===== src/rtl/core/wcs_pkg.sv =====
// Shared constants, types and the controller/datapath command and status structs
// for the sliding-window current statistics block. No dependencies.
`default_nettype none
package wcs_pkg;
    localparam int WindowDepth = 64;
    localparam int AddrW = $clog2(WindowDepth);
    localparam int CountW = $clog2(WindowDepth + 1);
    localparam int SampleW = 16;
    localparam int SumW = SampleW + AddrW + 1;
    localparam int SqW = 2 * SampleW + AddrW + 1;
    localparam int DivW = SqW;
    localparam logic [SampleW-1:0] MinEmpty = '1;

    localparam logic KIND_APPEND = 1'b0;
    localparam logic KIND_CLEAR  = 1'b1;

    typedef enum logic [8:0] {
        ST_IDLE  = 9'b000000001,
        ST_WRITE = 9'b000000010,
        ST_PASS1 = 9'b000000100,
        ST_DIV1  = 9'b000001000,
        ST_PASS2 = 9'b000010000,
        ST_DIV2  = 9'b000100000,
        ST_SQRT  = 9'b001000000,
        ST_OUT   = 9'b010000000,
        ST_WAIT  = 9'b100000000
    } state_t;

    typedef struct packed {
        logic clear;      // empty the window
        logic write;      // store the incoming sample
        logic pass_start; // reset pass index and done flag; latch mean
        logic pass1_step; // accumulate sum, min, max
        logic pass2_step; // accumulate squared deviations
        logic div1_start; // sum / count
        logic div2_start; // sq / count
        logic sqrt_start;
        logic iter_step;  // one iteration of divider or root
        logic load_out;
    } cmd_t;

    typedef struct packed {
        logic pass_done;
        logic iter_done;
        logic empty;
    } stat_t;
endpackage
`default_nettype wire


===== src/rtl/core/wcs_ctrl.sv =====
// Controller state machine for window statistics; sequences the datapath.
// Depends on wcs_pkg.
`default_nettype none
module wcs_ctrl (
    input  wire logic           clk,
    input  wire logic           rst_n,
    input  wire logic           in_valid,
    output logic                in_stall,
    input  wire logic           in_kind,
    output logic                out_valid,
    input  wire logic           out_stall,
    output wcs_pkg::cmd_t       cmd,
    input  wire wcs_pkg::stat_t stat
);
    wcs_pkg::state_t state_reg, state_next;
    logic out_valid_reg, out_valid_next;

    assign in_stall  = (state_reg != wcs_pkg::ST_IDLE);
    assign out_valid = out_valid_reg;

    // next state and commands
    always_comb
    begin
        state_next = state_reg;
        out_valid_next = out_valid_reg && out_stall;
        cmd = '0;
        case (state_reg)
            wcs_pkg::ST_IDLE:
            begin
                if (in_valid)
                begin
                    if (in_kind == wcs_pkg::KIND_CLEAR)
                        cmd.clear = 1'b1;
                    state_next = wcs_pkg::ST_WRITE;
                end
            end
            wcs_pkg::ST_WRITE:
            begin
                cmd.pass_start = 1'b1;
                state_next = wcs_pkg::ST_PASS1;
            end
            wcs_pkg::ST_PASS1:
            begin
                if (stat.empty || stat.pass_done)
                begin
                    cmd.div1_start = 1'b1;
                    state_next = wcs_pkg::ST_DIV1;
                end
                else
                    cmd.pass1_step = 1'b1;
            end
            wcs_pkg::ST_DIV1:
            begin
                if (stat.iter_done)
                begin
                    cmd.pass_start = 1'b1;
                    state_next = wcs_pkg::ST_PASS2;
                end
                else
                    cmd.iter_step = 1'b1;
            end
            wcs_pkg::ST_PASS2:
            begin
                if (stat.empty || stat.pass_done)
                begin
                    cmd.div2_start = 1'b1;
                    state_next = wcs_pkg::ST_DIV2;
                end
                else
                    cmd.pass2_step = 1'b1;
            end
            wcs_pkg::ST_DIV2:
            begin
                if (stat.iter_done)
                begin
                    cmd.sqrt_start = 1'b1;
                    state_next = wcs_pkg::ST_SQRT;
                end
                else
                    cmd.iter_step = 1'b1;
            end
            wcs_pkg::ST_SQRT:
            begin
                if (stat.iter_done)
                    state_next = wcs_pkg::ST_WAIT;
                else
                    cmd.iter_step = 1'b1;
            end
            wcs_pkg::ST_WAIT:
            begin
                // hold until the previous result has been taken
                if (!out_valid_reg || !out_stall)
                    state_next = wcs_pkg::ST_OUT;
            end
            wcs_pkg::ST_OUT:
            begin
                cmd.load_out = 1'b1;
                out_valid_next = 1'b1;
                state_next = wcs_pkg::ST_IDLE;
            end
            default:
                state_next = wcs_pkg::ST_IDLE;
        endcase
        // append write happens in the cycle the request is accepted
        if (state_reg == wcs_pkg::ST_IDLE && in_valid && in_kind == wcs_pkg::KIND_APPEND)
            cmd.write = 1'b1;
    end

    always_ff @(posedge clk or negedge rst_n)
    begin
        if (!rst_n)
        begin
            state_reg <= wcs_pkg::ST_IDLE;
            out_valid_reg <= 1'b0;
        end
        else
        begin
            state_reg <= state_next;
            out_valid_reg <= out_valid_next;
        end
    end
endmodule
`default_nettype wire


===== src/rtl/core/wcs_dp.sv =====
// Datapath: sample memory, window pointers, accumulators, shared iterative
// divider and square root, and output registers. Depends on wcs_pkg.
`default_nettype none
module wcs_dp (
    input  wire logic                          clk,
    input  wire logic                          rst_n,
    input  wire logic [wcs_pkg::SampleW-1:0]   sample,
    input  wire wcs_pkg::cmd_t                 cmd,
    output wcs_pkg::stat_t                     stat,
    output logic [wcs_pkg::CountW-1:0]         count,
    output logic [wcs_pkg::SampleW-1:0]        mean,
    output logic [wcs_pkg::SampleW-1:0]        std_dev,
    output logic [wcs_pkg::SampleW-1:0]        minimum,
    output logic [wcs_pkg::SampleW-1:0]        maximum
);
    localparam int AW = wcs_pkg::AddrW;
    localparam int CW = wcs_pkg::CountW;
    localparam int SW = wcs_pkg::SampleW;
    localparam int DW = wcs_pkg::DivW;
    localparam int RW = DW / 2 + 1;
    localparam int RadW = 2 * RW;
    localparam int DivSteps = DW;
    localparam int SqrtSteps = RW;
    localparam int StepW = $clog2(DivSteps + 1);

    logic [SW-1:0] mem [wcs_pkg::WindowDepth];
    logic [SW-1:0] rd_data_reg;
    logic [AW-1:0] oldest_reg;
    logic [CW-1:0] held_reg;
    logic [CW-1:0] idx_reg;
    logic          rd_valid_reg;
    logic          done_reg;
    logic [wcs_pkg::SumW-1:0] sum_reg;
    logic [wcs_pkg::SqW-1:0]  sq_reg;
    logic [SW-1:0] min_reg, max_reg, mean_reg;
    logic [DW-1:0] quo_reg, rem_reg;
    logic [RadW-1:0] rad_reg;
    logic [RW-1:0] root_reg;
    logic [RW+1:0] sqrem_reg;
    logic [StepW-1:0] step_reg;
    logic          sqrt_mode_reg;
    logic [AW-1:0] wr_addr, rd_addr;
    logic          full;

    assign full = (held_reg == CW'(wcs_pkg::WindowDepth));
    assign wr_addr = full ? oldest_reg : AW'({1'b0, oldest_reg} + held_reg);
    assign rd_addr = AW'({1'b0, oldest_reg} + idx_reg);

    // sample memory
    always_ff @(posedge clk)
    begin
        if (cmd.write)
            mem[wr_addr] <= sample;
        rd_data_reg <= mem[rd_addr];
    end

    // window pointers
    always_ff @(posedge clk or negedge rst_n)
    begin
        if (!rst_n)
        begin
            oldest_reg <= '0;
            held_reg <= '0;
        end
        else if (cmd.clear)
        begin
            oldest_reg <= '0;
            held_reg <= '0;
        end
        else if (cmd.write)
        begin
            if (full)
                oldest_reg <= AW'(oldest_reg + 1'b1);
            else
                held_reg <= CW'(held_reg + 1'b1);
        end
    end

    // pass index: read issued at idx, data used in the next cycle
    assign stat.pass_done = done_reg;
    assign stat.empty = (held_reg == '0);

    logic [SW-1:0] diff;
    assign diff = (rd_data_reg >= mean_reg) ? SW'(rd_data_reg - mean_reg)
                                            : SW'(mean_reg - rd_data_reg);
    logic [2*SW-1:0] diff_sq;
    assign diff_sq = diff * diff;

    always_ff @(posedge clk or negedge rst_n)
    begin
        if (!rst_n)
        begin
            idx_reg <= '0;
            rd_valid_reg <= 1'b0;
            done_reg <= 1'b0;
        end
        else if (cmd.pass_start)
        begin
            idx_reg <= '0;
            rd_valid_reg <= 1'b0;
            done_reg <= 1'b0;
        end
        else if (cmd.pass1_step || cmd.pass2_step)
        begin
            // idx holds at the count; the final datum is used the cycle before done
            if (idx_reg != held_reg)
                idx_reg <= CW'(idx_reg + 1'b1);
            if (rd_valid_reg && idx_reg == held_reg)
            begin
                rd_valid_reg <= 1'b0;
                done_reg <= 1'b1;
            end
            else
                rd_valid_reg <= 1'b1;
        end
    end

    // accumulators
    always_ff @(posedge clk)
    begin
        if (cmd.write || cmd.clear)
        begin
            sum_reg <= '0;
            sq_reg <= '0;
            min_reg <= wcs_pkg::MinEmpty;
            max_reg <= '0;
        end
        else if (cmd.pass1_step && rd_valid_reg)
        begin
            sum_reg <= sum_reg + wcs_pkg::SumW'(rd_data_reg);
            if (rd_data_reg < min_reg)
                min_reg <= rd_data_reg;
            if (rd_data_reg > max_reg)
                max_reg <= rd_data_reg;
        end
        else if (cmd.pass2_step && rd_valid_reg)
            sq_reg <= sq_reg + wcs_pkg::SqW'(diff_sq);
    end

    // shared restoring divider and bitwise square root
    logic [DW:0] trial;
    assign trial = {rem_reg, quo_reg[DW-1]} - {{(DW+1-CW){1'b0}}, held_reg};
    logic [RW+1:0] sq_trial;
    assign sq_trial = {sqrem_reg[RW-1:0], rad_reg[RadW-1:RadW-2]}
                      - {root_reg, 2'b01};

    assign stat.iter_done = (step_reg == '0);

    always_ff @(posedge clk or negedge rst_n)
    begin
        if (!rst_n)
        begin
            step_reg <= '0;
            sqrt_mode_reg <= 1'b0;
        end
        else if (cmd.div1_start || cmd.div2_start)
        begin
            step_reg <= stat.empty ? '0 : StepW'(DivSteps);
            sqrt_mode_reg <= 1'b0;
        end
        else if (cmd.sqrt_start)
        begin
            step_reg <= StepW'(SqrtSteps);
            sqrt_mode_reg <= 1'b1;
        end
        else if (cmd.iter_step && step_reg != '0)
            step_reg <= StepW'(step_reg - 1'b1);
    end

    always_ff @(posedge clk)
    begin
        if (cmd.div1_start)
        begin
            quo_reg <= DW'(sum_reg);
            rem_reg <= '0;
        end
        else if (cmd.div2_start)
        begin
            quo_reg <= sq_reg;
            rem_reg <= '0;
        end
        else if (cmd.sqrt_start)
        begin
            // radicand widened to an even bit count
            rad_reg <= stat.empty ? '0 : RadW'(quo_reg);
            root_reg <= '0;
            sqrem_reg <= '0;
        end
        else if (cmd.iter_step && step_reg != '0)
        begin
            if (sqrt_mode_reg)
            begin
                rad_reg <= {rad_reg[RadW-3:0], 2'b00};
                if (!sq_trial[RW+1])
                begin
                    sqrem_reg <= sq_trial;
                    root_reg <= {root_reg[RW-2:0], 1'b1};
                end
                else
                begin
                    sqrem_reg <= {sqrem_reg[RW-1:0], rad_reg[RadW-1:RadW-2]};
                    root_reg <= {root_reg[RW-2:0], 1'b0};
                end
            end
            else if (!trial[DW])
            begin
                rem_reg <= trial[DW-1:0];
                quo_reg <= {quo_reg[DW-2:0], 1'b1};
            end
            else
            begin
                rem_reg <= {rem_reg[DW-2:0], quo_reg[DW-1]};
                quo_reg <= {quo_reg[DW-2:0], 1'b0};
            end
        end
    end

    // mean latched at each pass start; the value taken when the first division ends is kept
    always_ff @(posedge clk)
    begin
        if (cmd.pass_start)
            mean_reg <= stat.empty ? '0 : SW'(quo_reg);
    end

    // result registers
    always_ff @(posedge clk)
    begin
        if (cmd.load_out)
        begin
            count <= held_reg;
            mean <= mean_reg;
            std_dev <= stat.empty ? '0 : SW'(root_reg);
            minimum <= min_reg;
            maximum <= max_reg;
        end
    end
endmodule
`default_nettype wire


===== src/rtl/core/window_current_statistics_top.sv =====
// Top level of the sliding-window current statistics block.
// Depends on wcs_pkg, wcs_ctrl and wcs_dp.
`default_nettype none
// Keeps the last 64 current samples; each request (append or clear) yields
// one result with count, truncated mean, population deviation, min and max.
// One request at a time: two passes over the sample memory (one read port),
// two 39-step serial divisions and a 20-step root, then the wait and load
// states; an empty window skips the passes and the divisions. A result
// still stalled at the output holds the block in its wait state before the
// next result loads.
// An empty window reports mean 0, deviation 0, minimum 65535, maximum 0.
module window_current_statistics_top (
    input  wire logic        clk,
    input  wire logic        rst_n,
    input  wire logic        in_valid,
    output logic             in_stall,
    input  wire logic        kind,
    input  wire logic [15:0] sample,
    output logic             out_valid,
    input  wire logic        out_stall,
    output logic [6:0]       count,
    output logic [15:0]      mean,
    output logic [15:0]      std_dev,
    output logic [15:0]      minimum,
    output logic [15:0]      maximum
);
    wcs_pkg::cmd_t  cmd;
    wcs_pkg::stat_t stat;

    wcs_ctrl u_ctrl (
        .clk(clk), .rst_n(rst_n), .in_valid(in_valid), .in_stall(in_stall),
        .in_kind(kind), .out_valid(out_valid), .out_stall(out_stall),
        .cmd(cmd), .stat(stat)
    );

    wcs_dp u_dp (
        .clk(clk), .rst_n(rst_n), .sample(sample), .cmd(cmd), .stat(stat),
        .count(count), .mean(mean), .std_dev(std_dev),
        .minimum(minimum), .maximum(maximum)
    );

    // result consistency on a valid output, and busy after an accepted request
    assert property (@(posedge clk) disable iff (!rst_n)
        out_valid && count == '0 |-> mean == '0 && maximum == '0)
        else $error("empty window result not cleared");
    assert property (@(posedge clk) disable iff (!rst_n)
        out_valid && count != '0 |-> minimum <= mean && mean <= maximum)
        else $error("mean outside min/max");
    assert property (@(posedge clk) disable iff (!rst_n)
        in_valid && !in_stall |=> in_stall)
        else $error("second request taken while busy");
endmodule
`default_nettype wire


===== config.mk =====
export PLATFORM = sky130hd
export DESIGN_NAME = window_current_statistics_top
export DESIGN_NICKNAME = d
export VERILOG_FILES = /design/src/rtl/core/wcs_pkg.sv /design/src/rtl/core/wcs_ctrl.sv /design/src/rtl/core/wcs_dp.sv /design/src/rtl/core/window_current_statistics_top.sv
export SDC_FILE = /design/constraint.sdc
export NUM_CORES = 2
export LEC_CHECK = 0
export BUFFER_PORTS_ARGS = -buffer_cell sky130_fd_sc_hd__buf_4
export CORE_UTILIZATION = 67
export DETAILED_ROUTE_END_ITERATION = 8
export PLACE_DENSITY = 0.84
export SLEW_MARGIN = 15
export SYNTH_ARGS = -nofsm -noshare
export SYNTH_HDL_FRONTEND = slang
export SYNTH_SLANG_ARGS = --single-unit

===== constraint.sdc =====
create_clock -name clk -period 23.9 [get_ports clk]
set_input_delay 3.585 -clock clk [delete_from_list [all_inputs] [get_ports clk]]
set_output_delay 3.585 -clock clk [all_outputs]
set_load 0.1 [all_outputs]

==> key figures <==
Synthesis
  – Synthesized Nets: 5,075
  – Mapped Cells: 4,628
  – Synth Area in Compound Gates: 0.0490
  – Seq/Total Area, Yosys: 0.603
  – Post-synth ARST share: 0.0275
  – Post-synth EDFFs: 1,214
  – Synth Area in XOR/XNOR: 0.0191
  – Multiplexer share of the synthesized area: 0.122
  – Warnings from Yosys: 0
  – Largest family of logic cells by synthesized area: multiplexers
  – Largest area contributor in the netlist: edfxtp_1
  – Synth top area share: 0.540
  – Synth unique cells: 75
  – Syn Std Cell Area: 0.0675 mm2
  – Avg Inst Size Synth: 14.6 um2
  – Top cells by area, synth: edfxtp_1 54%, mux4_2 11%, fa_1 5.9%, dfxtp_1 4.9%, ha_1 4.2%
  – Simple-gate share of the synthesized area: 0.0691
  – Adder-cell share of the synthesized area: 0.101
  – Main flop type after synthesis: edfxtp_1
  – #FFs+latches synth: 1,418

CTS
  – Num CTS Buffers: 141
  – Worst-Skew Late Latency: 0.80 ns
  – Post-CTS Setup Inserts: 0
  – CTS root buf: clkbuf_16
  – H-tree depth: 4
  – TritonCTS clock tree: done
  – CTS Hold Bufs: 0
  – Post-CTS resize count: 0
  – Reg clk slew, reported paths: 0.06 ns
  – Clock Path Buffers: 3
  – Clock sinks: 1,418

Critical path
  – Startpoint Class: flop
  – RR Endpoint: u_dp.sq_reg[31]
  – CP endpoint: u_dp.sq_reg[31]
  – Critical path class: flop to flop
  – Worst path max stage delay: 0.99 ns
  – CP max stage cell: a41oi_2
  – CP max FO: 20
  – Most frequent CP cell: inv_1
  – CP required: 24.54 ns
  – CP arrival: 11.42 ns
  – R2R Path Start: u_dp.rd_data_reg[0]
  – Critical Path Sink Type: flop
  – Reg2reg setup slack: 13.12 ns
  – Setup crit start: u_dp.rd_data_reg[0]
  – R2R depth: 36

Flow run
  – Max_cap viols: 0

GRT
  – Gr ovfl total: 0
  – Vias in the first global route: 42.3k
  – First-pass GRT wire length: 280,000 um
  – Initial antenna violation count: 8
  – Largest net degree at the start of global routing: 96
  – Total track usage: 0.382

STA
  – Max Slew Vio Count: 0
  – Max Fclk: 92.7 MHz
  – Slew margin rel.: 0.0940
  – Setup tns final: 0 ns
  – Worst Tran Pin Value: 1.35 ns
  – RSZ-0062 raised after global routing: no
  – Final Cycle Share: 0.451
  – Final setup violation count: 0
  – Fin crit period: 10.78 ns
  – Max Clock Skew: 0.0543 ns
  – Final Hold Vio Count: 0

Floorplan
  – Initial Util: 0.675
  – Core box area: 0.100 mm2
  – Die area: 0.102 mm2
  – Die X: 319 um
  – Row cnt: 116
  – # IOs: 94
  – Die height: 319 um

Placed design
  – IO Port Bufs: 93
  – Gp weighted congestion: 0.938
  – HPWL after DPL: 111,000 um

Routing
  – Pre-antenna DRT Iters: 7
  – Total wire length: 191,000 um
  – DRT antenna net count: 0
  – Initial drt markers: 6,107
  – Remaining routing DRC violations: 0
  – WL/cell: 30.9 um
  – Routed via count: 42.6k
  – Drt via density: 6.86

Min path
  – HP Class: flop to flop

Finish
  – Final nets: 5,235
  – Layout area overhead: 10.9%
  – Commonest non-fill, non-tap cells in the layout: 1,214 x edfxtp_1, 450 x inv_1, 356 x nor2_1
  – Number of flip-flops in the largest register: 1,024
  – Post-layout util: 0.749
  – FF/Latch Area: 0.0407 mm2
  – Commonest non-fill, non-tap cell in the layout: edfxtp_1
  – Share of cells above drive strength 1: 0.162
  – Footprint of the multi-input gates: 0.0245 mm2
  – Number of fill cells: 5,542

Outcome
  – Outcome: completed
how the worst min path moves through the flow:
stage / from / endpoint / slack, ns / depth (start not counted)
after detailed placement: u_dp.min_reg[8] / u_dp.minimum[8] / 0.42 / 0
final: u_dp.min_reg[8] / u_dp.minimum[8] / 0.40 / 0
after CTS: u_dp.min_reg[8] / u_dp.minimum[8] / 0.40 / 0
after global placement: u_dp.min_reg[6] / u_dp.minimum[6] / 0.41 / 0
after floorplan: u_dp.min_reg[10] / u_dp.minimum[10] / 0.41 / 0
after global routing: u_dp.min_reg[8] / u_dp.minimum[8] / 0.41 / 0
cell usage after synthesis (all sizes together), types with 38 or more instances:
library cell and n:
fa 199, a21o 57, mux2i 80, nor2 359, a211oi 52, ha 227, clkbuf 162, dfxtp 165
nand2 320, edfxtp 1214, xor2 63, dfrtp 38, xnor2 84, o21ai 139, a21oi 162, mux4 320
a31oi 38, nor2b 48, inv 452, nand3 112
layer usage:
metal	track usage	wire length, um
met2	0.598	89600
met3	0.0982	22400
met1	0.487	65800
met5	0	69
met4	0.224	13500
cell families (layout without fill, tap and decap cells):
logic type	Yosys count	count (layout)
fa+ha+maj	426	426
simple gates	1025	1025
xor+xnor	147	147
mux	419	419
flops	1418	1418
other cells	0	4
buf+inv	650	922
compound gates	543	543
stage by stage:
stage / hold WS (ns) / cell area (um2) / setup WS [ns] / std cells
global route: 0.412 / 74900 / 12.59 / 6198
finish: 0.404 / 74900 / 13.12 / 6202
global placement: 0.413 / 70100 / 13.86 / 5942
detailed placement: 0.415 / 70100 / 13.62 / 5942
floorplan: 0.408 / 67500 / 15.13 / 4628
CTS: 0.396 / 74800 / 13.53 / 6197
worst max-delay path: cells and delay by family (launching register included):
kind | cells | cell delay [ns]
DFF | 1 | 0.36
AOI/OAI and AO/OA | 11 | 3.63
buffers and inverters | 9 | 1.29
xor gates and xnor gates | 2 | 0.29
muxes | 1 | 0.31
adders and majority gates | 9 | 3.86
and+or+nand+nor | 4 | 0.88
layout make-up:
type	instances	area share
Inverter	459	0.0230
Timing Repair Buffer	208	0.0215
Clock buffer	184	0.0512
Tap cell	1298	0.0217
Multi-Input combinational cell	2560	0.327
Antenna cell	4	0.000134
Clock inverter	71	0.0117
Sequential cell	1418	0.544
Power is not shown: default switching activity piles up to over one toggle a cycle in this logic, so the estimate is an artifact.
